--- config.mk ---
export PLATFORM = sky130hd
export DESIGN_NAME = m3i_queue
export DESIGN_NICKNAME = d
export VERILOG_FILES = /design/src/rtl/m3i_pkg.sv /design/src/rtl/m3i_queue.sv
export SDC_FILE = /design/constraint.sdc
export NUM_CORES = 1
export LEC_CHECK = 0
export ABC_AREA = 1
export BUFFER_PORTS_ARGS = -buffer_cell sky130_fd_sc_hd__buf_2
export CAP_MARGIN = 20
export CORE_AREA = 4 4 269 271
export DETAILED_ROUTE_END_ITERATION = 10
export DIE_AREA = 0 0 273 275
export GPL_TIMING_DRIVEN = 0
export PLACE_DENSITY = 0.65
export RECOVER_POWER = 50
export SYNTH_ARGS = -nofsm -noshare
export SYNTH_HDL_FRONTEND = slang
export SYNTH_SLANG_ARGS = --single-unit
--- constraint.sdc ---
create_clock -name clock -period 27.1 [get_ports clock]
set_input_delay 1.355 -clock clock [delete_from_list [all_inputs] [get_ports clock]]
set_output_delay 1.355 -clock clock [all_outputs]
set_load 0.02 [all_outputs]
--- src/rtl/m3i_pkg.sv ---
// ----------------------------------------------------------------------------
// m3i_pkg: shared widths and types for the 3x3 matrix inverse
// Element format, derived intermediate widths and the front-to-back item.
// ----------------------------------------------------------------------------
package m3i_pkg;

   localparam int ELEM_WIDTH = 16;
   localparam int FRAC_BITS  = 8;
   localparam int NUM_ELEMS  = 9;

   localparam int PROD_WIDTH = 2 * ELEM_WIDTH;          // element product
   localparam int COF_WIDTH  = 2 * ELEM_WIDTH + 1;      // cofactor, signed
   localparam int CMAG_WIDTH = 2 * ELEM_WIDTH;          // cofactor magnitude
   localparam int DPRD_WIDTH = ELEM_WIDTH + COF_WIDTH;  // det partial product
   localparam int DET_WIDTH  = DPRD_WIDTH + 2;          // sum of three
   localparam int NUM_WIDTH  = CMAG_WIDTH + 2 * FRAC_BITS;
   localparam int QUO_BITS   = ELEM_WIDTH + 1;          // quotient bits kept
   localparam int REM_WIDTH  = (NUM_WIDTH > DET_WIDTH + QUO_BITS) ?
                               NUM_WIDTH : DET_WIDTH + QUO_BITS;

   localparam logic [ELEM_WIDTH-1:0] ELEM_MAX = {1'b0, {(ELEM_WIDTH-1){1'b1}}};
   localparam logic [ELEM_WIDTH-1:0] ELEM_MIN = {1'b1, {(ELEM_WIDTH-1){1'b0}}};

   typedef logic signed [ELEM_WIDTH-1:0] elem_type;
   typedef logic signed [COF_WIDTH-1:0]  cof_type;
   typedef logic signed [DET_WIDTH-1:0]  det_type;

   typedef struct packed {
      cof_type [NUM_ELEMS-1:0] cof;
      det_type                 det;
      logic                    singular;
   } work_type;

endpackage

--- src/rtl/m3i_queue.sv ---
// ----------------------------------------------------------------------------
// m3i_queue: two-entry queue between front and back
// Lets either side stall without holding up the other.
// ----------------------------------------------------------------------------
module m3i_queue (
   input  logic               clock,
   input  logic               reset,
   input  m3i_pkg::work_type  in_data,
   input  logic               in_valid,
   output logic               in_ready,
   output m3i_pkg::work_type  out_data,
   output logic               out_valid,
   input  logic               out_ready
);

   localparam int DEPTH = 2;
   localparam int PTR_W = $clog2(DEPTH);

   m3i_pkg::work_type ent_ff [DEPTH];
   logic [PTR_W-1:0]  wr_ptr_ff, wr_ptr_in, rd_ptr_ff, rd_ptr_in;
   logic [PTR_W:0]    count_ff, count_in;
   logic push, pop;

   assign in_ready  = count_ff != (PTR_W+1)'(DEPTH);
   assign out_valid = count_ff != '0;
   assign out_data  = ent_ff[rd_ptr_ff];
   assign push      = in_valid && in_ready;
   assign pop       = out_valid && out_ready;

   always_comb begin
      wr_ptr_in = push ? wr_ptr_ff + 1'b1 : wr_ptr_ff;
      rd_ptr_in = pop ? rd_ptr_ff + 1'b1 : rd_ptr_ff;
      count_in  = count_ff + (PTR_W+1)'(push) - (PTR_W+1)'(pop);
   end

   always_ff @(posedge clock) begin
      if (reset) begin
         wr_ptr_ff <= '0;
         rd_ptr_ff <= '0;
         count_ff  <= '0;
      end else begin
         wr_ptr_ff <= wr_ptr_in;
         rd_ptr_ff <= rd_ptr_in;
         count_ff  <= count_in;
      end
   end

   always_ff @(posedge clock) begin
      if (push) begin
         ent_ff[wr_ptr_ff] <= in_data;
      end
   end

endmodule

**After elaboration in Yosys (flattened, before gate mapping)**

Memories as Yosys holds them, arrays and structs flattened. A register that Yosys moved wholly into a read port is not among the register bits.
Index checks and enable logic that the tools add are counted.

- Register bits after elaboration: 4
- RAM bits: 698
- Input bits: 353
- Output and inout bits: 351
- Memories kept: 1

- Add/subtract/negate cells: 4
- Equality and inequality tests: 1
- Muxes and demuxes: 4
- Reduce and logical (&&, ||, !) cells: 3

Memories:

| name | words | width | read ports | clocked after Yosys merged registers in | wr ports | RTL line | text |
|---|---|---|---|---|---|---|---|
| ent_ff | 2 | 349 | 1 | 1 | 1 | m3i_queue.sv:19 | `m3i_pkg::work_type ent_ff [DEPTH];` |

Operators by type and width:

| kind | count |
|---|---|
| 1-bit 2-to-1 mux | 4 |
| 1-bit adder (second input constant) | 2 |
| 2-bit by 1-bit adder with 2-bit output | 1 |
| 1-bit logical AND | 2 |
| 2-bit != test (second input constant) | 1 |
| 2-bit nonzero test | 1 |
| 2-bit by 1-bit subtractor with 2-bit output | 1 |

**Logic depth before layout (Yosys ltp)**

- Depth after elaboration: 4
- Depth in mapped cells: 11

**Least setup slack after synthesis**

No wires, ideal clock.

- Kind: input to register
- Start point: input in_valid
- End point: memory ent_ff[1][0] (netlist name), enable pin
- Setup time: 1.071 ns
- Data arrival time: 15.961 ns
- Setup slack: 10.068 ns
- Cell stages on the path: 2
- Path buffers: 0
- Cell sequence: nand2_1 > nor2_1

- Cells in the longest elaborated chain, start to end: 3

RTL lines:

| what | RTL line | text |
|---|---|---|
| start: declaration | m3i_queue.sv:9 | `input logic in_valid,` |
| 1-bit logical AND | m3i_queue.sv:27 | `assign push = in_valid && in_ready;` |
| 1-bit 2-to-1 mux | m3i_queue.sv:49 | `if (push) begin` |
| 1-bit 2-to-1 mux (not written as such) | m3i_queue.sv:50 | `ent_ff[wr_ptr_ff] <= in_data;` |
| end: declaration | m3i_queue.sv:19 |  |

Every way passes these cells.

**Worst setup path after layout**

- Start point: input in_valid
- End point: memory ent_ff[0][98] (netlist name), enable pin

Same word-level chain as after synthesis.

==> impl_metrics.ini <==
[logic_synthesis]
synthCells = 1122
yosys.cell_types.count = 15
synth_area_per_cell_um2 = 23.8
synth_edf_count = 698
ys_ff_latch = 703
synth.most_common_cell = edfxtp_1
synth_top_cell_by_area = edfxtp_1
synth_common_cells = edfxtp_1, mux2_4, mux2_2
synth_ff_type = edfxtp_1
yosysWarnings = 0
synth_top_area_frac = 0.784
synth-async-reset-ratio = 0
synth_area_leaders = edfxtp_1, mux2_4, mux2_2
syn_nets = 1476
ys_seq_area_frac = 0.788
synth_area_um2 = 26700

[timing]
fmax_mhz = 179
fin_ws_ns = 21.51
finalHoldViolCount = 0
slew_viol_final = 187
finalSetupViolations = 0
tns_ns = 0
tightest_slew_ns = 1.99
min_period_ns = 5.59
clock_skew_ns = 0.0167
fin_crit_sh = 0.206
relSlewSlack = -0.324
rsz0062_at_grt = false

[clock_network]
cts_hold_buf = 0
clock_latency_ns = 0.61
cts_root_buf = clkbuf_16
clk_path_buf_depth = 3
clkSinkCount = 703
cts_tree = built
htreeDepth = 3
path_clk_slew_ns = 0.06
cts_resized = 0
numCtsBuffers = 74
cts_setup_buffers = 0

[drt]
first_pass_iters = 7
antenna_violating_nets_post_route = 0
via_count = 13500
vias_per_cell = 4.59
route.detailed.drc = 0
wirelength_um = 62900
wl_per_cell_um = 21.4
dr.first_iter.drc_count = 602

[power_and_ir_drop]
power_mw = 3.38
p_per_area_nw_per_um2 = 99.2
power.leakage_nw = 12.9
peakVddDrop_v = 0.0000696

[critical_path]
crit_type = input port to register
r2r_slack_ns = 21.83
cp.arrival_ns = 5.87
crit_path_end_kind = register
r2r.worst_path.cells = 9
critPathRequiredTime_ns = 27.39
crit_fanout = 32
worst_r2r_endpoint = ent_ff[0][98]$_DFFE_PP_
crit_path_start_kind = input port
r2r_start = count_ff[0]$_SDFF_PP0_

[min_path]
holdPathStages = 2
holdCritStartpoint = rd_ptr_ff$_SDFFE_PP0P_
hold_class = register to register

[global_routing]
grt_pass1_vias = 14600
met1_usage = 0.160
grt_max_degree = 33
track_usage = 0.159
met2_usage = 0.282
grtUsageMet3 = 0.0726
busiest_layer = met2
grt_overflow = 0
antenna_found_initial = 31
grt_pass1_wl_um = 89200

[finish]
drive_gt1_frac = 0.529
areaGrowthSynthToFinish_pct = 27.3
finalNonFillerCells = 2941
layout.nets = 2279

[floorplan]
ioPinCount = 704
die_w_um = 273
rows = 97
die_area_um2 = 75100
coreArea_um2 = 69800
fp.dieH_um = 275
start_util = 0.383

[placed_design]
gp_congestion = 0.794
placed_cells = 2789
dp_hpwl_um = 46900
pre_cts_slack_ns = 23.23
port_buffers = 703

[outcome]
status = finished, violations left
failed_checks = capacitance limit, slew limit

[run]
maxCapViolCount = 7
layout make-up:
type	count	area (µm²)
fillers	5872	35800
clock buffers	92	1940
flip-flops and latches	703	21100
plain buffers	39	469
inverters	8	30.0
diodes	18	45.0
multi-input cells	372	5160
repair buffers	727	3700
well taps	940	1180
clock inverters	42	432
routing by layer:
metal  vias to the layer above  part of all wire
li1                       6118                 -
met1                      6622              0.33
met2                       541              0.52
met3                       180              0.11
met4                        24             0.044
met5                         -            0.0026
metrics by stage:
stage,instance area (µm²),util,hold slack (ns)
after floorplan,26700,-,0.467
after global placement,31400,0.450,0.485
after detailed placement,31900,0.457,0.491
after CTS,34300,0.491,0.505
after global routing,34000,0.487,0.539
final,34000,0.487,0.505
worst max path at each step:
stage,endpoint,startpoint,cells past startpoint
after floorplan,ent_ff[1][0]$_DFFE_PP_,in_valid,2
after global placement,ent_ff[1][251]$_DFFE_PP_,in_valid,3
after detailed placement,ent_ff[1][310]$_DFFE_PP_,in_valid,8
after CTS,out_data[153],register,5
after global routing,ent_ff[0][95]$_DFFE_PP_,in_valid,8
final,ent_ff[0][98]$_DFFE_PP_,in_valid,8
critical path, cell delays in order:
cell,delay [ns]
buf_2,0.09
nand2_1,0.13
nor2_1,1.19
clkbuf_1,0.84
clkbuf_1,1.41
buf_12,0.31
buf_12,0.24
buf_12,0.24
sequential cells by signal, indices dropped and copies added, names as in the netlist, named ones only:
register and cells:
rd_ptr_ff 1, count_ff 2, wr_ptr_ff 1, ent_ff 698
report_power, final:
group          internal (mW)  leakage [nW]  switching [mW]
clock network          0.571          1.15           0.412
logic                  0.420          5.15           0.559
registers               1.38          6.56          0.0349
cells in the final DEF, fill, tap and decap left out:
cell type     n
inv_1         8
nand2_1       8
clkinv_16     2
a21oi_1       2
nand3_1       1
xnor2_1       1
mux2_2       49
inv_16        2
mux2_4      300
nor2_1        9
ha_1          1
buf_2       547
clkinv_1     18
nor3_1        1
buf_12       18
dfxtp_1       5
diode_2      18
clkinv_2     10
buf_8        13
edfxtp_1    698
clkbuf_16    75
buf_6        23
clkinvlp_4    1
inv_6         3
bufinv_16     6
buf_1         1
clkbuf_1    181
cell families after synthesis:
group	count (synthesis)	share of synthesized area
DFF	703	0.788
muxes	349	0.189
buffers and inverters	47	0.0187
and+or+nand+nor	19	0.00276
AOI/OAI and AO/OA	2	0.000375
xor gates and xnor gates	1	0.000328
adders and majority gates	1	0.000468
(Power assumes the default switching activity.)
